--- src/lpr_pkg.sv ---
// ----------------------------------------------------------------------------
// lpr_pkg
// Shared types and constants for the lidar scan packet receiver.
// ----------------------------------------------------------------------------
package lpr_pkg;

   // Fixed packet geometry
   localparam int HEADER_BYTES     = 10;   // header, type, count, angles, checksum
   localparam int BYTES_PER_SAMPLE = 3;
   localparam int NEED_W           = 11;   // width of count * 3 + 10 and of the buffer size

   // Register reset values
   localparam logic [7:0] HEADER_LOW_RESET  = 8'hAA;
   localparam logic [7:0] HEADER_HIGH_RESET = 8'h55;

   // Configuration register indexes
   localparam int CSR_INDEX_W = 2;
   typedef enum logic [CSR_INDEX_W-1:0] {
      CSR_HEADER_LOW  = 2'd0,
      CSR_HEADER_HIGH = 2'd1
   } csr_index_type;

   // Parse phases
   typedef enum logic [3:0] {
      PH_HUNT_LOW   = 4'd0,
      PH_HUNT_HIGH  = 4'd1,
      PH_TYPE       = 4'd2,
      PH_COUNT      = 4'd3,
      PH_START_LO   = 4'd4,
      PH_START_HI   = 4'd5,
      PH_END_LO     = 4'd6,
      PH_END_HI     = 4'd7,
      PH_CHECK_LO   = 4'd8,
      PH_CHECK_HI   = 4'd9,
      PH_SAMPLES    = 4'd10
   } phase_type;

   // Position of a byte inside one sample
   typedef enum logic [1:0] {
      SB_INTENSITY = 2'd0,
      SB_DIST_LOW  = 2'd1,
      SB_DIST_HIGH = 2'd2
   } sample_byte_type;

   // One decoded sample
   typedef struct packed {
      logic [6:0]  sample_index;
      logic [6:0]  sample_count;
      logic [7:0]  packet_type;
      logic [14:0] start_angle_code;
      logic [14:0] end_angle_code;
      logic [7:0]  intensity;
      logic [13:0] distance;
      logic        last_sample;
      logic        checksum_ok;
   } sample_type;

   // Output queue status
   typedef struct packed {
      logic full;
      logic empty;
   } queue_status_type;

endpackage

--- src/lpr_if.sv ---
// ----------------------------------------------------------------------------
// lpr_if
// Valid/ready channels of the lidar scan packet receiver.
// ----------------------------------------------------------------------------

// Received byte stream
interface lpr_byte_if;
   logic       valid;
   logic       ready;
   logic [7:0] rx_byte;

   modport source (output valid, output rx_byte, input ready);
   modport sink   (input valid, input rx_byte, output ready);
endinterface

// Decoded samples
interface lpr_sample_if;
   logic        valid;
   logic        ready;
   logic [6:0]  sample_index;
   logic [6:0]  sample_count;
   logic [7:0]  packet_type;
   logic [14:0] start_angle_code;
   logic [14:0] end_angle_code;
   logic [7:0]  intensity;
   logic [13:0] distance;
   logic        last_sample;
   logic        checksum_ok;

   modport source (output valid, output sample_index, output sample_count,
                   output packet_type, output start_angle_code, output end_angle_code,
                   output intensity, output distance, output last_sample,
                   output checksum_ok, input ready);
   modport sink   (input valid, input sample_index, input sample_count,
                   input packet_type, input start_angle_code, input end_angle_code,
                   input intensity, input distance, input last_sample,
                   input checksum_ok, output ready);
endinterface

// Configuration writes
interface lpr_csr_if;
   logic       valid;
   logic       ready;
   logic [1:0] index;
   logic [7:0] data;

   modport source (output valid, output index, output data, input ready);
   modport sink   (input valid, input index, input data, output ready);
endinterface

--- src/lpr_parser.sv ---
// ----------------------------------------------------------------------------
// lpr_parser
// Packet state machine: one byte per advance, header hunt, checksum XOR and
// sample decode.
// ----------------------------------------------------------------------------
module lpr_parser #(
   parameter int BUFFER_BYTES = 256
) (
   input  logic               clock,
   input  logic               reset,
   input  logic               advance,
   input  logic [7:0]         rx_byte,
   input  logic [7:0]         header_low,
   input  logic [7:0]         header_high,
   output logic               res_valid,
   output lpr_pkg::sample_type res
);
   import lpr_pkg::*;

   phase_type       phase_ff, phase_in;
   sample_byte_type bis_ff, bis_in;
   logic [6:0]      count_ff, count_in;
   logic [6:0]      sctr_ff, sctr_in;
   logic [7:0]      type_ff, type_in;
   logic [15:0]     start_ff, start_in;
   logic [15:0]     end_ff, end_in;
   logic [15:0]     check_ff, check_in;
   logic [15:0]     xor_ff, xor_in;
   logic [7:0]      inten_ff, inten_in;
   logic [7:0]      dlow_ff, dlow_in;

   logic [NEED_W-1:0] need;
   logic              count_bad;
   logic              last;
   logic [15:0]       xor_final;

   // Count byte check: zero, above 127, or too large for the buffer
   assign need      = {3'b000, rx_byte} + {2'b00, rx_byte, 1'b0} + NEED_W'(HEADER_BYTES);
   assign count_bad = (rx_byte == 8'd0) || rx_byte[7] || (need >= NEED_W'(BUFFER_BYTES));

   assign last      = ({1'b0, sctr_ff} + 8'd1) >= {1'b0, count_ff};
   assign xor_final = xor_ff ^ {8'd0, inten_ff} ^ {rx_byte, dlow_ff};

   // Next phase
   always_comb begin
      phase_in = phase_ff;
      case (phase_ff)
         PH_HUNT_LOW:  if (rx_byte == header_low)  phase_in = PH_HUNT_HIGH;
         PH_HUNT_HIGH: if (rx_byte == header_high) phase_in = PH_TYPE;
         PH_TYPE:      phase_in = PH_COUNT;
         PH_COUNT:     phase_in = count_bad ? PH_HUNT_LOW : PH_START_LO;
         PH_START_LO:  phase_in = PH_START_HI;
         PH_START_HI:  phase_in = PH_END_LO;
         PH_END_LO:    phase_in = PH_END_HI;
         PH_END_HI:    phase_in = PH_CHECK_LO;
         PH_CHECK_LO:  phase_in = PH_CHECK_HI;
         PH_CHECK_HI:  phase_in = PH_SAMPLES;
         PH_SAMPLES:   if (bis_ff == SB_DIST_HIGH && last) phase_in = PH_HUNT_LOW;
         default:      phase_in = PH_HUNT_LOW;
      endcase
   end

   // Field capture, checksum and result
   always_comb begin
      bis_in    = bis_ff;
      count_in  = count_ff;
      sctr_in   = sctr_ff;
      type_in   = type_ff;
      start_in  = start_ff;
      end_in    = end_ff;
      check_in  = check_ff;
      xor_in    = xor_ff;
      inten_in  = inten_ff;
      dlow_in   = dlow_ff;
      res_valid = 1'b0;

      res.sample_index     = sctr_ff;
      res.sample_count     = count_ff;
      res.packet_type      = type_ff;
      res.start_angle_code = start_ff[15:1];
      res.end_angle_code   = end_ff[15:1];
      res.intensity        = inten_ff;
      res.distance         = {rx_byte, dlow_ff[7:2]};
      res.last_sample      = last;
      res.checksum_ok      = last && (xor_final == check_ff);

      case (phase_ff)
         PH_HUNT_LOW:  if (rx_byte == header_low) xor_in = {8'd0, rx_byte};
         PH_HUNT_HIGH: if (rx_byte == header_high) xor_in = xor_ff ^ {rx_byte, 8'd0};
         PH_TYPE:      type_in = rx_byte;
         PH_COUNT: begin
            if (!count_bad) begin
               count_in = rx_byte[6:0];
               xor_in   = xor_ff ^ {rx_byte, type_ff};
               sctr_in  = 7'd0;
               bis_in   = SB_INTENSITY;
            end
         end
         PH_START_LO:  start_in = {8'd0, rx_byte};
         PH_START_HI: begin
            start_in = {rx_byte, start_ff[7:0]};
            xor_in   = xor_ff ^ {rx_byte, start_ff[7:0]};
         end
         PH_END_LO:    end_in = {8'd0, rx_byte};
         PH_END_HI: begin
            end_in = {rx_byte, end_ff[7:0]};
            xor_in = xor_ff ^ {rx_byte, end_ff[7:0]};
         end
         PH_CHECK_LO:  check_in = {8'd0, rx_byte};
         PH_CHECK_HI:  check_in = {rx_byte, check_ff[7:0]};
         PH_SAMPLES: begin
            case (bis_ff)
               SB_INTENSITY: begin
                  inten_in = rx_byte;
                  bis_in   = SB_DIST_LOW;
               end
               SB_DIST_LOW: begin
                  dlow_in = rx_byte;
                  bis_in  = SB_DIST_HIGH;
               end
               default: begin
                  // emit the completed sample
                  xor_in    = xor_final;
                  res_valid = 1'b1;
                  bis_in    = SB_INTENSITY;
                  sctr_in   = last ? 7'd0 : sctr_ff + 7'd1;
               end
            endcase
         end
         default: ;
      endcase
   end

   // Control state
   always_ff @(posedge clock) begin
      if (reset) begin
         phase_ff <= PH_HUNT_LOW;
         bis_ff   <= SB_INTENSITY;
         sctr_ff  <= 7'd0;
         count_ff <= 7'd0;
      end else if (advance) begin
         phase_ff <= phase_in;
         bis_ff   <= bis_in;
         sctr_ff  <= sctr_in;
         count_ff <= count_in;
      end
   end

   // Packet fields and checksum
   always_ff @(posedge clock) begin
      if (advance) begin
         type_ff  <= type_in;
         start_ff <= start_in;
         end_ff   <= end_in;
         check_ff <= check_in;
         xor_ff   <= xor_in;
         inten_ff <= inten_in;
         dlow_ff  <= dlow_in;
      end
   end

endmodule

--- src/lpr_out_queue.sv ---
// ----------------------------------------------------------------------------
// lpr_out_queue
// Two-entry result queue between the parser and the sample channel.
// ----------------------------------------------------------------------------
module lpr_out_queue (
   input  logic                     clock,
   input  logic                     reset,
   input  logic                     push,
   input  lpr_pkg::sample_type      push_data,
   input  logic                     pop,
   output lpr_pkg::sample_type      head,
   output lpr_pkg::queue_status_type status
);
   import lpr_pkg::*;

   sample_type entry_ff [2];
   logic       wr_ptr_ff, wr_ptr_in;
   logic       rd_ptr_ff, rd_ptr_in;
   logic [1:0] count_ff, count_in;
   logic       do_push, do_pop;

   assign do_push = push && (count_ff != 2'd2);
   assign do_pop  = pop && (count_ff != 2'd0);

   // Pointer and fill update
   always_comb begin
      wr_ptr_in = wr_ptr_ff ^ do_push;
      rd_ptr_in = rd_ptr_ff ^ do_pop;
      count_in  = count_ff + {1'b0, do_push} - {1'b0, do_pop};
   end

   always_ff @(posedge clock) begin
      if (reset) begin
         wr_ptr_ff <= 1'b0;
         rd_ptr_ff <= 1'b0;
         count_ff  <= 2'd0;
      end else begin
         wr_ptr_ff <= wr_ptr_in;
         rd_ptr_ff <= rd_ptr_in;
         count_ff  <= count_in;
      end
   end

   // Store the pushed sample
   always_ff @(posedge clock) begin
      if (do_push) begin
         entry_ff[wr_ptr_ff] <= push_data;
      end
   end

   assign head         = entry_ff[rd_ptr_ff];
   assign status.full  = (count_ff == 2'd2);
   assign status.empty = (count_ff == 2'd0);

endmodule

--- src/lidar_packet_receiver.sv ---
// ----------------------------------------------------------------------------
// lidar_packet_receiver
// Byte-serial scan packet parser: header hunt, length check, XOR checksum and
// one decoded sample per completed three-byte sample group.
// ----------------------------------------------------------------------------
// A sample's last byte is held in the input register, then its decoded sample is
// written into the output queue, whose head drives rsp. Throughput: one byte per
// cycle while the queue has room; the parser state update is the only loop. Up to
// two decoded samples are held while the sink stalls. Reset: parser returns to the
// header hunt, the queue empties, header registers load 0xAA and 0x55.
module lidar_packet_receiver #(
   parameter int BUFFER_BYTES = 256
) (
   input  logic               clock,
   input  logic               reset,
   lpr_byte_if.sink           req_chan,
   lpr_sample_if.source       rsp_chan,
   lpr_csr_if.sink            csr_chan
);
   import lpr_pkg::*;

   logic [7:0]       hdr_low_ff, hdr_high_ff;
   logic             in_valid_ff;
   logic [7:0]       in_byte_ff;
   logic             advance;
   logic             res_valid;
   sample_type       res;
   sample_type       head;
   queue_status_type q_status;

   // Configuration registers
   assign csr_chan.ready = 1'b1;

   always_ff @(posedge clock) begin
      if (reset) begin
         hdr_low_ff  <= HEADER_LOW_RESET;
         hdr_high_ff <= HEADER_HIGH_RESET;
      end else if (csr_chan.valid) begin
         case (csr_index_type'(csr_chan.index))
            CSR_HEADER_LOW:  hdr_low_ff  <= csr_chan.data;
            CSR_HEADER_HIGH: hdr_high_ff <= csr_chan.data;
            default: ;
         endcase
      end
   end

   // Input register: advance into the parser while the queue has room
   assign advance        = in_valid_ff && !q_status.full;
   assign req_chan.ready = !in_valid_ff || advance;

   always_ff @(posedge clock) begin
      if (reset) begin
         in_valid_ff <= 1'b0;
      end else if (req_chan.ready) begin
         in_valid_ff <= req_chan.valid;
      end
   end

   always_ff @(posedge clock) begin
      if (req_chan.ready && req_chan.valid) begin
         in_byte_ff <= req_chan.rx_byte;
      end
   end

   lpr_parser #(
      .BUFFER_BYTES (BUFFER_BYTES)
   ) u_parser (
      .clock       (clock),
      .reset       (reset),
      .advance     (advance),
      .rx_byte     (in_byte_ff),
      .header_low  (hdr_low_ff),
      .header_high (hdr_high_ff),
      .res_valid   (res_valid),
      .res         (res)
   );

   lpr_out_queue u_queue (
      .clock     (clock),
      .reset     (reset),
      .push      (advance && res_valid),
      .push_data (res),
      .pop       (rsp_chan.ready),
      .head      (head),
      .status    (q_status)
   );

   // Drive the sample channel from the queue head
   assign rsp_chan.valid            = !q_status.empty;
   assign rsp_chan.sample_index     = head.sample_index;
   assign rsp_chan.sample_count     = head.sample_count;
   assign rsp_chan.packet_type      = head.packet_type;
   assign rsp_chan.start_angle_code = head.start_angle_code;
   assign rsp_chan.end_angle_code   = head.end_angle_code;
   assign rsp_chan.intensity        = head.intensity;
   assign rsp_chan.distance         = head.distance;
   assign rsp_chan.last_sample      = head.last_sample;
   assign rsp_chan.checksum_ok      = head.checksum_ok;

   // The parser never advances into a full queue
   a_no_overflow: assert property (@(posedge clock) disable iff (reset)
      advance |-> !q_status.full)
      else $error("parser advanced into a full queue");

   // The last sample is exactly the one whose index closes the announced count
   a_last_matches_count: assert property (@(posedge clock) disable iff (reset)
      rsp_chan.valid |-> (rsp_chan.last_sample ==
         (({1'b0, rsp_chan.sample_index} + 8'd1) == {1'b0, rsp_chan.sample_count})))
      else $error("last_sample disagrees with sample index and count");

   // A checksum verdict only rides on the last sample
   a_check_on_last: assert property (@(posedge clock) disable iff (reset)
      rsp_chan.valid && rsp_chan.checksum_ok |-> rsp_chan.last_sample)
      else $error("checksum_ok set on a sample that is not the last");

   // A sample pushed by the parser is held in the queue after the push
   a_push_needs_byte: assert property (@(posedge clock) disable iff (reset)
      advance && res_valid |=> !q_status.empty)
      else $error("pushed sample missing from the queue");

endmodule

--- src/flat_wrapper.sv ---
// flat-port wrapper written by rule: the top's interface ports become plain ports
module lidar_packet_receiver_flat import lpr_pkg::*;
#(
   parameter int BUFFER_BYTES = 256
)
  (clock, reset, req_chan_valid, req_chan_rx_byte, req_chan_ready, rsp_chan_valid, rsp_chan_sample_index, rsp_chan_sample_count, rsp_chan_packet_type, rsp_chan_start_angle_code, rsp_chan_end_angle_code, rsp_chan_intensity, rsp_chan_distance, rsp_chan_last_sample, rsp_chan_checksum_ok, rsp_chan_ready, csr_chan_valid, csr_chan_index, csr_chan_data, csr_chan_ready);
  lpr_byte_if req_chan_i ();
  lpr_sample_if rsp_chan_i ();
  lpr_csr_if csr_chan_i ();
  input  logic clock;
  input  logic reset;
  input wire logic [$bits(req_chan_i.valid)-1:0] req_chan_valid;
  input wire logic [$bits(req_chan_i.rx_byte)-1:0] req_chan_rx_byte;
  output wire logic [$bits(req_chan_i.ready)-1:0] req_chan_ready;
  output wire logic [$bits(rsp_chan_i.valid)-1:0] rsp_chan_valid;
  output wire logic [$bits(rsp_chan_i.sample_index)-1:0] rsp_chan_sample_index;
  output wire logic [$bits(rsp_chan_i.sample_count)-1:0] rsp_chan_sample_count;
  output wire logic [$bits(rsp_chan_i.packet_type)-1:0] rsp_chan_packet_type;
  output wire logic [$bits(rsp_chan_i.start_angle_code)-1:0] rsp_chan_start_angle_code;
  output wire logic [$bits(rsp_chan_i.end_angle_code)-1:0] rsp_chan_end_angle_code;
  output wire logic [$bits(rsp_chan_i.intensity)-1:0] rsp_chan_intensity;
  output wire logic [$bits(rsp_chan_i.distance)-1:0] rsp_chan_distance;
  output wire logic [$bits(rsp_chan_i.last_sample)-1:0] rsp_chan_last_sample;
  output wire logic [$bits(rsp_chan_i.checksum_ok)-1:0] rsp_chan_checksum_ok;
  input wire logic [$bits(rsp_chan_i.ready)-1:0] rsp_chan_ready;
  input wire logic [$bits(csr_chan_i.valid)-1:0] csr_chan_valid;
  input wire logic [$bits(csr_chan_i.index)-1:0] csr_chan_index;
  input wire logic [$bits(csr_chan_i.data)-1:0] csr_chan_data;
  output wire logic [$bits(csr_chan_i.ready)-1:0] csr_chan_ready;
  assign req_chan_i.valid = req_chan_valid;
  assign req_chan_i.rx_byte = req_chan_rx_byte;
  assign req_chan_ready = req_chan_i.ready;
  assign rsp_chan_valid = rsp_chan_i.valid;
  assign rsp_chan_sample_index = rsp_chan_i.sample_index;
  assign rsp_chan_sample_count = rsp_chan_i.sample_count;
  assign rsp_chan_packet_type = rsp_chan_i.packet_type;
  assign rsp_chan_start_angle_code = rsp_chan_i.start_angle_code;
  assign rsp_chan_end_angle_code = rsp_chan_i.end_angle_code;
  assign rsp_chan_intensity = rsp_chan_i.intensity;
  assign rsp_chan_distance = rsp_chan_i.distance;
  assign rsp_chan_last_sample = rsp_chan_i.last_sample;
  assign rsp_chan_checksum_ok = rsp_chan_i.checksum_ok;
  assign rsp_chan_i.ready = rsp_chan_ready;
  assign csr_chan_i.valid = csr_chan_valid;
  assign csr_chan_i.index = csr_chan_index;
  assign csr_chan_i.data = csr_chan_data;
  assign csr_chan_ready = csr_chan_i.ready;
  lidar_packet_receiver #(.BUFFER_BYTES(BUFFER_BYTES)) u_core (.clock(clock), .reset(reset), .req_chan(req_chan_i), .rsp_chan(rsp_chan_i), .csr_chan(csr_chan_i));
endmodule
--- config.mk ---
export PLATFORM = sky130hd
export DESIGN_NAME = lidar_packet_receiver_flat
export DESIGN_NICKNAME = d
export VERILOG_FILES = /design/src/lpr_pkg.sv /design/src/lpr_if.sv /design/src/lpr_parser.sv /design/src/lpr_out_queue.sv /design/src/lidar_packet_receiver.sv /design/src/flat_wrapper.sv
export SDC_FILE = /design/constraint.sdc
export NUM_CORES = 1
export LEC_CHECK = 0
export ABC_CLOCK_PERIOD_IN_PS = 4700
export BUFFER_PORTS_ARGS = -buffer_cell sky130_fd_sc_hd__buf_2
export CAP_MARGIN = 20
export CORE_ASPECT_RATIO = 0.5
export CORE_MARGIN = 4
export CORE_UTILIZATION = 40
export CTS_BUF_LIST = sky130_fd_sc_hd__clkbuf_16
export DETAILED_ROUTE_END_ITERATION = 10
export SLEW_MARGIN = 15
export SYNTH_ARGS = -nofsm -noshare
export SYNTH_HDL_FRONTEND = slang
export SYNTH_SLANG_ARGS = --single-unit
--- constraint.sdc ---
create_clock -name clock -period 4.7 [get_ports clock]
set_input_delay 0 -clock clock [delete_from_list [all_inputs] [get_ports clock]]
set_output_delay 0 -clock clock [all_outputs]
set_load 0.01 [all_outputs]
-- Yosys cells after proc, flatten, opt, wreduce, memory -nomap -nowiden
Memory sizes are Yosys's and may differ from the RTL's. A register that Yosys moved wholly into a read port is not among the register bits.
Index checks and enable logic that the tools add are counted.
- $add $sub $neg: 6
- order comparisons: 2
- eq/ne operators: 23
- multiplexer cells: 25
- bitwise operators: 12
- reduce and logical (&&, ||, !) cells: 41
- operators by type and width (operator ; number):
    16-bit one-hot mux with 2 select lines ; 3
    16-bit one-hot mux with 6 select lines ; 1
    16-bit XOR ; 5
    16-bit two-way mux ; 4
    4-bit one-hot mux with 11 select lines ; 1
    7-bit two-way mux ; 3
    3-bit AND reduction ; 7
    16-bit equality test ; 1
    4-bit by 3-bit equality test with 1-bit output (second input constant) ; 4
    8-bit equality test ; 2
    16-bit by 8-bit XOR with 16-bit output ; 1
    7-bit one-hot mux with 2 select lines ; 1
    4-bit equality test (second input constant) ; 3
    4-bit two-way mux ; 3
    2-bit != test (second input constant) ; 6
    2-bit AND reduction ; 6
    11-bit by 4-bit adder with 11-bit output (second input constant) ; 1
    11-bit by 9-bit >= comparator with 1-bit output (second input constant) ; 1
    8-bit by 9-bit adder with 10-bit output ; 1
    2-bit nonzero test ; 5
    7-bit by 1-bit adder with 8-bit output (second input constant) ; 1
    4-bit by 2-bit equality test with 1-bit output (second input constant) ; 2
    8-bit by 7-bit >= comparator with 1-bit output ; 1
    8-bit zero test ; 1
    other kinds (21) ; 45
- flip-flop bits (word level): 137
- RAM bits: 152
- input port bits: 23
- output and inout port bits: 79
- word-level logic and storage cells: 131
- memories kept: 1
- memories (name ; depth ; bits a word ; rd ports ; clocked after Yosys merged registers in ; write ports ; RTL line ; source):
    u_core.u_queue.entry_ff ; 2 ; 76 ; 1 ; 1 ; 1 ; lpr_out_queue.sv:16 ; sample_type entry_ff [2];

-- Logic depth before layout (Yosys ltp)
Gate-level depths: netlist of the first run.
- depth in word-level cells: 8
- depth in mapped cells: 13
- gate-level depth less buffers: 12

-- By module
Synthesis of the first run repeated with hierarchy kept, for this count alone.
- cells, all modules: 876
- area total of the unflattened synthesis: 12660.9 um^2
- modules (own cells, without submodules) (module ; times used ; cells each ; area an instance (um^2)):
    lpr_parser ; 1 ; 527 ; 5856.9
    lpr_out_queue ; 1 ; 260 ; 5803.1
    lidar_packet_receiver ; 1 ; 89 ; 1001.0

-- Worst setup path after synthesis of the first run
Ideal clock, no wire load.
- path type: reg-to-reg
- start point: reg u_core.in_byte_ff[2]
- end point: reg u_core.u_parser.xor_ff[10] (enable)
- arrival time: 3.265 ns
- slack: 1.049 ns
- cell stages (with the launch flop): 13
- path buffers: 1
- clock period less this slack: 3.651 ns
- cells stage by stage: edfxtp_1 > clkbuf_1 > inv_1 > ha_1 > nor2b_1 > o221a_1 > o311ai_0 > nand3_1 > nor4_1 > mux2i_1 > nor3_1 > o21ai_0 > a21boi_0
- longest elaborated chain between the ends: 6
- ends and longest elaborated chain (element ; RTL line ; source):
    start: declaration ; lidar_packet_receiver.sv:24 ; logic [7:0] in_byte_ff;
    start signal: assignment ; lidar_packet_receiver.sv:61 ; in_byte_ff <= req_chan.rx_byte;
    8-bit by 9-bit adder with 10-bit output ; lpr_parser.sv:38 ; assign need = {3'b000, rx_byte} + {2'b00, rx_byte, 1'b0} + NEED_W'(HEADER_BYTES);
    11-bit by 4-bit adder with 11-bit output ; lpr_parser.sv:38 ;
    11-bit by 9-bit >= comparator with 1-bit output ; lpr_parser.sv:39 ; assign count_bad = (rx_byte == 8'd0) || rx_byte[7] || (need >= NEED_W'(BUFFER_BYTES));
    1-bit logical OR ; lpr_parser.sv:39 ;
    2-bit != test (no source line) ; - ;
    6-bit AND reduction (no source line) (*) ; - ;
    end signal: assignment ; lpr_parser.sv:156 ; xor_ff <= xor_in;
    end: declaration ; lpr_parser.sv:28 ; logic [15:0] xor_ff, xor_in;
Mark *: on every way between the ends. The rest lies on a longest branch, timed or not.
A chain may end at the register's enable or synchronous reset.

-- Final worst setup path of the first run
- start point: reg u_core.in_byte_ff[2]
- end point: reg u_core.u_parser.sctr_ff[2]
- longest elaborated chain between the ends: 6
- ends and longest elaborated chain (element ; RTL line ; source):
    8-bit by 9-bit adder with 10-bit output ; lpr_parser.sv:38 ;
    11-bit by 4-bit adder with 11-bit output ; lpr_parser.sv:38 ;
    11-bit by 9-bit >= comparator with 1-bit output ; lpr_parser.sv:39 ;
    1-bit logical OR (*) ; lpr_parser.sv:39 ;
    2-bit != test (no source line) (*) ; - ;
    4-bit AND reduction (no source line) (*) ; - ;
    end signal: assignment ; lpr_parser.sv:144 ; sctr_ff <= sctr_in;
    end: declaration ; lpr_parser.sv:23 ; logic [6:0] sctr_ff, sctr_in;
Marks and branches as above.

==> qor.txt, run 1 <==
Status: finished clean
Crit path kind: flip-flop to flip-flop
RSZ-0062 raised after global routing: false
Die height: 132 um
Nets: 1044
Hold path cells: 2
Antenna viol nets, final: 0
Leak pwr: 4.99 nW
Startpoint types: flip-flop
Total Power: 0.00555 W
Clock transition at path regs: 0.06 ns
Worst min-delay path class: input port to flip-flop
I/O Buffers: 100
Syn Inst Count: 862
Top layer reached by signal wires: met4
Synth Cell Area: 12300 um^2
Most used flip-flop cell after synthesis: edfxtp_1
CTS tree: yes
Arrival time worst endpoint: 4.32 ns
H-tree levels: 1
Met3 WL post-DR: 1320 um
Initial Util: 41.5%
DP HPWL: 18100 um
Area Overhead vs Synth: 17.1%
Clock Latency Late Sink: 0.55 ns
Total GRT Usage: 15.5%
# DRC: 0
EDFF count, synth: 248
Num rows: 44
Largest fanout on the critical path: 15
Final number of hold-violating endpoints: 0
Max Freq: 258 MHz
Minimum clock period: 3.87 ns
Initial antenna violation count: 0
Worst r2r src: u_core.in_byte_ff[2]
Num ports: 102
Setup crit end kind: flip-flop
Vias/cell: 5.12
R2R Setup Slk: 0.83 ns
Share of post-route cells with drive strength above 1: 24.7%
Wirelength per Cell: 19.1 um
CTS max path bufs: 3
Synth warn: 0
WP data required: 5.15 ns
First-pass GRT wire length: 41600 um
DR vias: 7186
# setup viols final: 0
CTS buffer count: 26
Avg Cell Area, Syn: 14.2 um^2
Fillers: 2528
Reg area: 8270 um^2
Iter 0 DRT Violations: 515
Slew Viols, Final: 0
Met2 wire length: 12400 um
Inst Count DP: 1330
Die area: 33700 um^2
PwrDens: 387 nW/um^2
Worst Max-Slew Pin Slew: 0.951 ns
VDD IR-drop max: 311 uV
Rel. slew slack: 36.3%
Reg2reg end: u_core.u_parser.sctr_ff[2]
Worst R2R Path Depth: 11
Routability congestion estimate: 0.886
Vias in the first global route: 7288
Antenna cell count: 0
Hold_sp: reset
Synth Register Bits: 289
Setup bufs post-CTS: 0
Die W: 256 um
Syn_nets: 912
CTS Sinks: 289
Largest net degree at the start of global routing: 45
Max-cap violations: 0
Setup TNS: 0 ns
Core Footprint: 29600 um^2
Root buffer cell: clkbuf_16
Post-synth ARST share: 0%
Clock skew: 0.0196 ns
M1 WL: 12600 um
Drt first pass iters: 6
Remaining global-route overflow: 0
Worst hold endpoint: u_core.u_queue.wr_ptr_ff
Sequential area share after synthesis: 67.5%
DRT Wirelength: 26800 um
Crit share post-route: 82.3%
Post-synth cell types: 55
Area of the multi-input gates: 3740 um^2
Final Non-Filler Cells: 1404
-- per-stage QoR --
step	area, um^2	hold WS, ns	worst slack [ns]	util [%]
final	14400	0.0378	0.830	48.5
after global routing	14400	0.0680	0.440	48.5
after CTS	14300	0.0177	0.861	48.5
after detailed placement	13300	0.181	0.913	44.9
after global placement	13300	0.178	1.03	44.9
after floorplan	12300	0.0989	1.05	-
-- metal layers --
| layer | track usage, % | vias up |
|---|---|---|
| li1 | - | 3410 |
| met1 | 21.7 | 3572 |
| met2 | 25.6 | 167 |
| met3 | 3.17 | 37 |
| met4 | 2.92 | 0 |
| met5 | 0 | - |
-- worst max path at each step --
stage / from / to / slack (ns) / depth (start not counted)
floorplan: u_core.in_byte_ff[2] / u_core.u_parser.xor_ff[10] / 1.05 / 12
global placement: u_core.in_byte_ff[2] / u_core.u_parser.sctr_ff[3] / 1.03 / 11
detailed placement: u_core.in_byte_ff[2] / u_core.u_parser.xor_ff[7] / 0.91 / 12
CTS: u_core.in_byte_ff[2] / u_core.u_parser.xor_ff[0] / 0.86 / 12
global route: u_core.in_byte_ff[2] / u_core.u_parser.xor_ff[12] / 0.44 / 12
finish: u_core.in_byte_ff[2] / u_core.u_parser.sctr_ff[2] / 0.83 / 11
-- area by class of cell --
type                       instances  area share, %
tap                              391           3.41
inverter                          30          0.785
timing repair buffer             145           6.43
clock buffer                      26           4.53
clock inverter                    21           1.12
sequential                       289           57.6
multi-input combinational        502           26.1
-- timing repair --
action / in CTS / in global routing
gates resized for setup: 0 / 0
hold buffers: 26 / 0
hold endpoints to repair: 26 / 0
-- Yosys cell counts (all sizes together), types with 6 or more instances --
| cell | count | share of area [%] |
|---|---|---|
| nand3 | 8 | 0.33 |
| nor2 | 76 | 2.4 |
| ha | 26 | 2.7 |
| and2 | 21 | 1.1 |
| or2 | 7 | 0.36 |
| xnor2 | 58 | 4.1 |
| xor2 | 17 | 1.2 |
| o21ai | 21 | 0.95 |
| dfxtp | 41 | 6.7 |
| buf | 12 | 0.51 |
| nor2b | 9 | 0.46 |
| and3 | 6 | 0.31 |
| nand2 | 37 | 1.1 |
| edfxtp | 248 | 61 |
| o221ai | 8 | 0.57 |
| nor3 | 11 | 0.49 |
| a211o | 8 | 0.57 |
| nor4 | 7 | 0.36 |
| inv | 29 | 0.89 |
| mux2 | 76 | 7.0 |
| mux2i | 20 | 1.6 |
| clkbuf | 29 | 0.89 |
| nand4 | 7 | 0.36 |
| a21oi | 41 | 1.7 |
-- worst max-delay path, stage by stage (launching register included) --
cell and delay (ns):
edfxtp_1 0.76, inv_1 0.28, ha_1 0.42, nor2b_1 0.17, o221a_1 0.24, o311a_1 0.33, nor3_1 0.23, nor4bb_1 0.31
a21o_4 0.20, o21ai_4 0.13, or4_1 0.50, a21oi_1 0.20
-- cells by family (layout without fill, tap and decap cells) --
| kind of cell | count (synthesis) | count (layout) | synth area share, % |
|---|---|---|---|
| multiplexers | 96 | 96 | 8.62 |
| other | 1 | 1 | 0.0306 |
| flip-flops | 289 | 289 | 67.5 |
| adder cells (fa/ha/maj) | 27 | 27 | 2.82 |
| XOR/XNOR | 75 | 75 | 5.36 |
| AND/OR/NAND/NOR | 209 | 209 | 8.47 |
| AO/OA/AOI/OAI | 94 | 94 | 4.92 |
| buffers and inverters | 71 | 222 | 2.32 |
-- sequential cells by signal, summed over array words and instances (netlist names), 8 cells and up --
name	count
u_core.u_parser.dlow_ff	8
u_core.hdr_high_ff	8
u_core.u_parser.type_ff	8
u_core.u_parser.check_ff	16
u_core.u_parser.inten_ff	8
u_core.u_queue.entry_ff	152
u_core.u_parser.end_ff	16
u_core.in_byte_ff	8
u_core.u_parser.start_ff	16
u_core.hdr_low_ff	8
u_core.u_parser.xor_ff	16
-- cells in the final DEF, fill, tap and decap left out, drive strengths merged, types with 6 or more instances in the layout --
| cell type | n |
|---|---|
| edfxtp | 248 |
| dlygate4sd3 | 26 |
| dfxtp | 41 |
| o221ai | 8 |
| a21oi | 41 |
| nor3 | 11 |
| nor2 | 76 |
| and3 | 6 |
| mux2 | 76 |
| clkbuf | 26 |
| mux2i | 20 |
| or2 | 7 |
| xor2 | 17 |
| inv | 31 |
| nor4 | 7 |
| ha | 26 |
| o21ai | 21 |
| nand2 | 37 |
| nor2b | 9 |
| buf | 119 |
| clkinv | 18 |
| a211o | 8 |
| nand4 | 7 |
| nand3 | 8 |
| xnor2 | 58 |
| and2 | 21 |
-- power breakdown --
group	internal, W	total [W]	switching (W)	leakage (nW)
registers	0.00278	0.00285	0.0000649	2.53
clock network	0.00112	0.00204	0.000919	0.410
logic	0.000333	0.000669	0.000337	2.05
total	0.00423	0.00555	0.00132	4.99
Note: power is estimated with default switching activity, not from simulation.
==> run 2: changes to the inputs <==
--- a/config.mk
+++ b/config.mk
@@ -5,7 +5,7 @@
 export SDC_FILE = /design/constraint.sdc
 export NUM_CORES = 1
 export LEC_CHECK = 0
-export ABC_CLOCK_PERIOD_IN_PS = 4700
+export ABC_CLOCK_PERIOD_IN_PS = 3600
 export BUFFER_PORTS_ARGS = -buffer_cell sky130_fd_sc_hd__buf_2
 export CAP_MARGIN = 20
 export CORE_ASPECT_RATIO = 0.5
==> constraint.sdc (replaced) <==
create_clock -name clock -period 3.6 [get_ports clock]
set_input_delay 0 -clock clock [delete_from_list [all_inputs] [get_ports clock]]
set_output_delay 0 -clock clock [all_outputs]
set_load 0.01 [all_outputs]
==> run 2 against run 1 <==
Total power is 34% higher. Combinational power is 31% higher. Cell count is 1.1% higher. Critical path depth is 1 higher. Cell area is 1.2% higher. Largest cell class unchanged. Clock skew is 0.00060 ns lower. Register-to-register slack worse by 0.55 ns. Flip-flop and latch count stayed put. Non-clock buffer count is 13 higher. Worst hold slack worse by 0.011 ns. Routed wire length is 2.7% higher. Die area stayed put.
==> qor.txt, run 2 (synthesized netlist as in run 1, its figures left out) <==
# DRC: 0 (unchanged)
CTS tree: yes
Arrival time worst endpoint: 3.64 ns (-0.68 ns)
Setup bufs post-CTS: 0 (unchanged)
Setup TNS: 0 ns (unchanged)
Clock Latency Late Sink: 0.56 ns (about the same)
Final number of hold-violating endpoints: 0 (unchanged)
DRT Wirelength: 27500 um (+2.7%)
Max-cap violations: 0 (unchanged)
Max FFs per register: 152 (unchanged)
Startpoint types: flip-flop
Hold_sp: reset
Routability congestion estimate: 0.919 (+3.7%)
Area Overhead vs Synth: 18.5%
Rel. slew slack: 34.2% (-2.2 points)
Max Freq: 301 MHz (+16%)
Initial antenna violation count: 1 (+1)
Worst Max-Slew Pin Slew: 0.983 ns (+0.0324 ns)
Die height: 132 um (unchanged)
Total GRT Usage: 16.1% (+0.56 points)
Largest net degree at the start of global routing: 62 (+38%)
Fillers: 2527 (-0.040%)
Clock skew: 0.0190 ns (-0.000601 ns)
CTS Sinks: 289 (unchanged)
DP HPWL: 18800 um (+3.9%)
Placed inst area: 13400 um^2 (+0.79%)
Slew Viols, Final: 0 (unchanged)
Critical Path Source: u_core.in_byte_ff[2]
Largest stage delay on the critical path: 0.40 ns (-0.36 ns)
Slowest stage cell, crit path: edfxtp_1
M1 WL: 13000 um (+3.4%)
Most common cell after layout, fill and taps aside: edfxtp_1
Share of post-route cells with drive strength above 1: 25.9% (+1.2 points)
Remaining global-route overflow: 0 (unchanged)
First-pass GRT wire length: 43100 um (+3.7%)
Antenna viol nets, final: 0 (unchanged)
Iter 0 DRT Violations: 548 (+6.4%)
Die W: 256 um (unchanged)
Vias in the first global route: 7353 (+0.89%)
Area of the multi-input gates: 3750 um^2 (+0.13%)
# setup viols final: 0 (unchanged)
Vias/cell: 5.09 (-0.56%)
Biggest register: u_core.u_queue.entry_ff
Setup WS post-layout: 0.276 ns (-0.555 ns)
Most used cell, CP: buf_4
Reg area: 8270 um^2 (unchanged)
Antenna cell count: 0 (unchanged)
Crit path kind: flip-flop to flip-flop
Hold path cells: 2 (unchanged)
Top layer reached by signal wires: met4
DR vias: 7227 (+0.57%)
Num ports: 102 (unchanged)
Worst min-delay path class: input port to flip-flop
Largest fanout on the critical path: 14 (-1)
I/O Buffers: 100 (unchanged)
CTS buffer count: 27 (+3.8%)
WP data required: 3.91 ns (-1.24 ns)
VDD IR-drop max: 320 uV (+2.7%)
Final core utilization: 49.1% (+0.58 points)
Clock transition at path regs: 0.07 ns (about the same)
H-tree levels: 1 (unchanged)
CP Cell Sequence: buf_4 -> ha_1 -> or2_1 -> o221a_1 -> o311ai_0 -> nand3_1 -> or2_2 -> mux2i_1 -> nor3_2 -> o21ai_0 -> a21oi_1 -> buf_4
Dpl ws: 0.343 ns (-0.569 ns)
Met3 WL post-DR: 1740 um (+31%)
Die area: 33700 um^2 (unchanged)
Minimum clock period: 3.32 ns (-0.545 ns)
Nets: 1058 (+1.3%)
Met2 wire length: 12400 um (-0.46%)
Commonest cells after routing, fill and taps aside: 248 x edfxtp_1, 101 x buf_2, 76 x mux2_2, 75 x nor2_1, 57 x xnor2_1
Status: finished clean
Worst R2R Path Depth: 12 (+1)
Num rows: 44 (unchanged)
Root buffer cell: clkbuf_16
Drt first pass iters: 5 (-1)
RSZ-0062 raised after global routing: false
PwrDens: 511 nW/um^2 (+32%)
Crit share post-route: 92.3% (+10 points)
Setup crit end kind: flip-flop
Initial Util: 41.5% (unchanged)
Wirelength per Cell: 19.4 um (+1.5%)
Leak pwr: 5.09 nW (+2.1%)
Core Footprint: 29600 um^2 (unchanged)
CTS max path bufs: 3 (unchanged)
Final Cell Area: 14500 um^2 (+1.2%)
Worst r2r src: u_core.in_byte_ff[2]
run 2: per-stage QoR:
step	instances	hold slack, ns	total power (W)
2_1_floorplan	862	0.0989	0.00434
3_3_place_gp	1343	0.184	0.00465
3_5_place_dp	1344	0.179	0.00465
4_1_cts	1420	0.0185	0.00750
5_1_grt	1420	0.0471	0.00773
6_report	1420	0.0264	0.00742
run 2: timing repair:
item | 4_1_cts | 5_1_grt
endpoints found under the setup margin | 0 | 8
hold endpoints to repair | 26 | 0
resized for setup | 0 | 3
hold buffers | 26 | 0
run 2: cell type report:
| type | instances | share of cell area, % |
|---|---|---|
| Clock inverter | 23 | 1.40 |
| Tap cell | 391 | 3.37 |
| Sequential cell | 289 | 57.0 |
| Inverter | 30 | 0.775 |
| Clock buffer | 27 | 4.65 |
| Timing Repair Buffer | 158 | 7.05 |
| Multi-Input combinational cell | 502 | 25.8 |
run 2: power breakdown:
group	switching, W	internal [W]
clock network	0.00123	0.00159
logic	0.000433	0.000445
registers	0.0000881	0.00363
total	0.00175	0.00567
run 2: layer usage:
metal,vias up,global-route usage (%)
met5,-,0
li1,3429,-
met4,0,2.98
met3,31,3.57
met1,3567,23.3
met2,200,25.4
run 2: path summary, 6_finish.rpt:
check / endpoint / slack (ns)
worst min-delay path: u_core.hdr_low_ff[0] / 0.03
worst min register to register: u_core.u_queue.entry_ff[0][51] / 0.45
worst max-delay path: u_core.u_parser.xor_ff[7] / 0.28
worst max register to register: u_core.u_parser.xor_ff[7] / 0.28
run 2: critical path: cells and delay by family, from the launching register on:
kind,cells,cell delay [ns]
AOI/OAI and AO/OA,4,0.89
muxes,1,0.27
and+or+nand+nor,4,0.83
DFF,1,0.40
adders and majority gates,1,0.25
buffers and inverters,2,0.44
==> run 3: changes to the inputs <==
--- a/config.mk
+++ b/config.mk
@@ -5,14 +5,16 @@
 export SDC_FILE = /design/constraint.sdc
 export NUM_CORES = 1
 export LEC_CHECK = 0
+export ABC_AREA = 1
 export ABC_CLOCK_PERIOD_IN_PS = 3600
 export BUFFER_PORTS_ARGS = -buffer_cell sky130_fd_sc_hd__buf_2
 export CAP_MARGIN = 20
 export CORE_ASPECT_RATIO = 0.5
 export CORE_MARGIN = 4
-export CORE_UTILIZATION = 40
+export CORE_UTILIZATION = 60
 export CTS_BUF_LIST = sky130_fd_sc_hd__clkbuf_16
 export DETAILED_ROUTE_END_ITERATION = 10
+export PLACE_DENSITY = 0.8
 export SLEW_MARGIN = 15
 export SYNTH_ARGS = -nofsm -noshare
 export SYNTH_HDL_FRONTEND = slang
==> run 3 against run 2 <==
Global-route usage up 8.4 points. Total power shrank 6.2%. First-iteration DRC count grew 83%. Register-to-register slack better by 0.12 ns. Worst setup slack improved by 0.12 ns. Clock-buffer cell count shrank 2. Sequential share of layout area up 0.31 points. Clock skew fell by 0.0084 ns. Via count increased by 20%. Utilization increased by 23 points. Largest power group unchanged.
==> qor.txt, run 3 <==
Status: finished clean
Routability congestion estimate: 0.933 (+1.6%)
Setup TNS: 0 ns (unchanged)
Crit path kind: flip-flop to flip-flop
Post-synth ARST share: 0% (unchanged)
Vias/cell: 5.48 (+7.6%)
Sequential area share after synthesis: 66.5% (-0.95 points)
First-pass GRT wire length: 44500 um (+3.1%)
Clock skew: 0.0106 ns (-0.00840 ns)
Worst min-delay path class: input port to flip-flop
Root buffer cell: clkbuf_16
Initial antenna violation count: 0 (-1)
# DRC: 0 (unchanged)
Num rows: 36 (-18%)
Num ports: 102 (unchanged)
Arrival time worst endpoint: 3.45 ns (-0.19 ns)
Setup crit end kind: flip-flop
Most common cell after layout, fill and taps aside: nand2_1
Top cell type's share of synthesized area: 59.9% (-0.86 points)
Most common cell in the synthesized netlist: nand2_1
EDFF count, synth: 248 (unchanged)
Dpl ws: 0.413 ns (+0.0699 ns)
DP HPWL: 18900 um (+0.81%)
Max FFs per register: 152 (unchanged)
Avg Cell Area, Syn: 10.8 um^2 (-24%)
Die height: 110 um (-17%)
Fin Hold WS: 0.0412 ns (+0.0148 ns)
Die area: 23200 um^2 (-31%)
Die W: 212 um (-17%)
Synth Cell Area: 12400 um^2 (+1.4%)
Iter 0 DRT Violations: 1004 (+83%)
Antenna cell count: 0 (unchanged)
PwrDens: 482 nW/um^2 (-5.6%)
Biggest register: u_core.u_queue.entry_ff
Leak pwr: 5.76 nW (+13%)
Synth warn: 0 (unchanged)
RSZ-0062 raised after global routing: false
Clock transition at path regs: 0.07 ns (about the same)
Core Footprint: 19900 um^2 (-33%)
I/O Buffers: 100 (unchanged)
# setup viols final: 0 (unchanged)
Drt first pass iters: 6 (+1)
H-tree levels: 1 (unchanged)
Syn Inst Count: 1149 (+33%)
Final number of hold-violating endpoints: 0 (unchanged)
Crit share post-route: 89.0% (-3.3 points)
Total GRT Usage: 24.5% (+8.4 points)
Rel. slew slack: 38.7% (+4.5 points)
Startpoint types: flip-flop
Share of post-route cells with drive strength above 1: 15.3% (-11 points)
VDD IR-drop max: 403 uV (+26%)
Largest net degree at the start of global routing: 77 (+24%)
Max-cap violations: 0 (unchanged)
Wirelength per Cell: 17.8 um (-8.3%)
Clock Latency Late Sink: 0.54 ns (-0.02 ns)
Initial Util: 62.4% (+21 points)
Area Overhead vs Synth: 16.2%
Top post-synthesis cells by area: edfxtp_1 60%, nand2_1 11%, dfxtp_1 6.6%, nor2_1 3.5%, ha_1 2.6%
Cell taking the most area after synthesis: edfxtp_1
CTS Sinks: 289 (unchanged)
Commonest cells after routing, fill and taps aside: 366 x nand2_1, 248 x edfxtp_1, 117 x nor2_1, 101 x buf_2, 83 x inv_1
Synth Register Bits: 289 (unchanged)
WP data required: 3.85 ns (-0.06 ns)
CTS buffer count: 25 (-7.4%)
CTS max path bufs: 3 (unchanged)
Most frequent cells after synthesis: 366 x nand2_1, 248 x edfxtp_1, 117 x nor2_1, 77 x inv_1, 41 x dfxtp_1
Max Freq: 312 MHz (+3.7%)
Most used flip-flop cell after synthesis: edfxtp_1
Syn_nets: 1199 (+31%)
Worst Max-Slew Pin Slew: 0.920 ns (-0.0634 ns)
DRT Wirelength: 28200 um (+2.3%)
DR vias: 8674 (+20%)
CTS tree: yes
Vias in the first global route: 8576 (+17%)
Largest fanout on the critical path: 11 (-3)
Antenna viol nets, final: 0 (unchanged)
Slew Viols, Final: 0 (unchanged)
Nets: 1351 (+28%)
Post-synth cell types: 49 (-11%)
Setup WS post-layout: 0.394 ns (+0.119 ns)
Post_cts resized: 0 (unchanged)
Remaining global-route overflow: 0 (unchanged)
Minimum clock period: 3.21 ns (-0.119 ns)
==> run 3: changes by cell type in the layout (fill, tap and decap cells not counted), moves of 10 or more <==
cell / change
inv_1: +49
xnor2_1: -28
nand3_1: +22
xor2_1: +11
and2_1: -21
mux2_2: -76
nand4_1: +10
mux2i_1: -20
inv_2: +11
nor2_1: +42
nand2_1: +329
==> run 3: kinds of logic (layout without fill, tap and decap cells) <==
logic type                 count (synthesis)  count (layout)  share of synthesized area, %
and+or+nand+nor                          572             572                          19.0
xor gates and xnor gates                  57              57                          4.02
DFF                                      289             289                          66.5
buffers and inverters                    132             301                          4.19
adders and majority gates                 27              27                          2.78
AOI/OAI and AO/OA                         71              71                          3.47
other                                      1               1                        0.0302
==> run 3: path summary, 6_finish.rpt <==
path,startpoint,endpoint,slack (ns),cells after the start
max,u_core.in_byte_ff[1],u_core.u_parser.xor_ff[2],0.39,15
min,csr_chan_valid,u_core.hdr_low_ff[2],0.04,5
max reg2reg,u_core.in_byte_ff[1],u_core.u_parser.xor_ff[2],0.39,15
min reg2reg,u_core.u_parser.start_ff[11],u_core.u_queue.entry_ff[0][49],0.45,0
==> run 3: critical path, stage by stage, from the launching register on <==
cell      delay (ns)
edfxtp_1        0.66
ha_1            0.29
inv_1           0.08
fa_1            0.49
inv_1           0.05
ha_1            0.17
and2b_1         0.19
nand2_1         0.05
nor2_1          0.09
nand2_1         0.06
nand2_1         0.07
nand3_2         0.13
nand2_4         0.16
inv_2           0.05
nor4_1          0.17
buf_4           0.23
==> run 3: power breakdown <==
group          internal, W  switching [W]  total, W
Combinational     0.000253       0.000470  0.000723
Sequential         0.00362      0.0000224   0.00364
Clock              0.00141        0.00118   0.00259
Total              0.00529        0.00167   0.00696
==> run 3: routing by layer <==
metal | up-vias | share of wire [%] | track usage, %
li1 | 4116 | - | -
met2 | 412 | 47 | 41.5
met3 | 61 | 8.4 | 3.62
met4 | 0 | 1.9 | 5.42
met5 | - | 0 | 0
met1 | 4085 | 42 | 34.3
==> run 3: layout make-up <==
type / count / area (um^2)
clock inverters: 19 / 154
clock buffers: 25 / 626
multi-input cells: 728 / 3670
well taps: 266 / 333
inverters: 100 / 377
fillers: 1363 / 5470
flip-flops and latches: 289 / 8270
repair buffers: 157 / 1010
==> run 3: stage by stage <==
stage	instances	util [%]	power, W	instance area [um^2]
floorplan	1149	-	0.00414	12400
global placement	1509	67.1	0.00440	13400
detailed placement	1509	67.1	0.00442	13400
CTS	1583	72.5	0.00698	14400
global route	1584	72.5	0.00721	14400
finish	1584	72.5	0.00696	14400
==> run 3: what timing repair did <==
| action | 4_1_cts | 5_1_grt |
|---|---|---|
| buffers inserted | 0 | 0 |
| setup endpoints to repair | 0 | 0 |
| hold buffers | 30 | 0 |
| hold endpoints to repair | 38 | 0 |
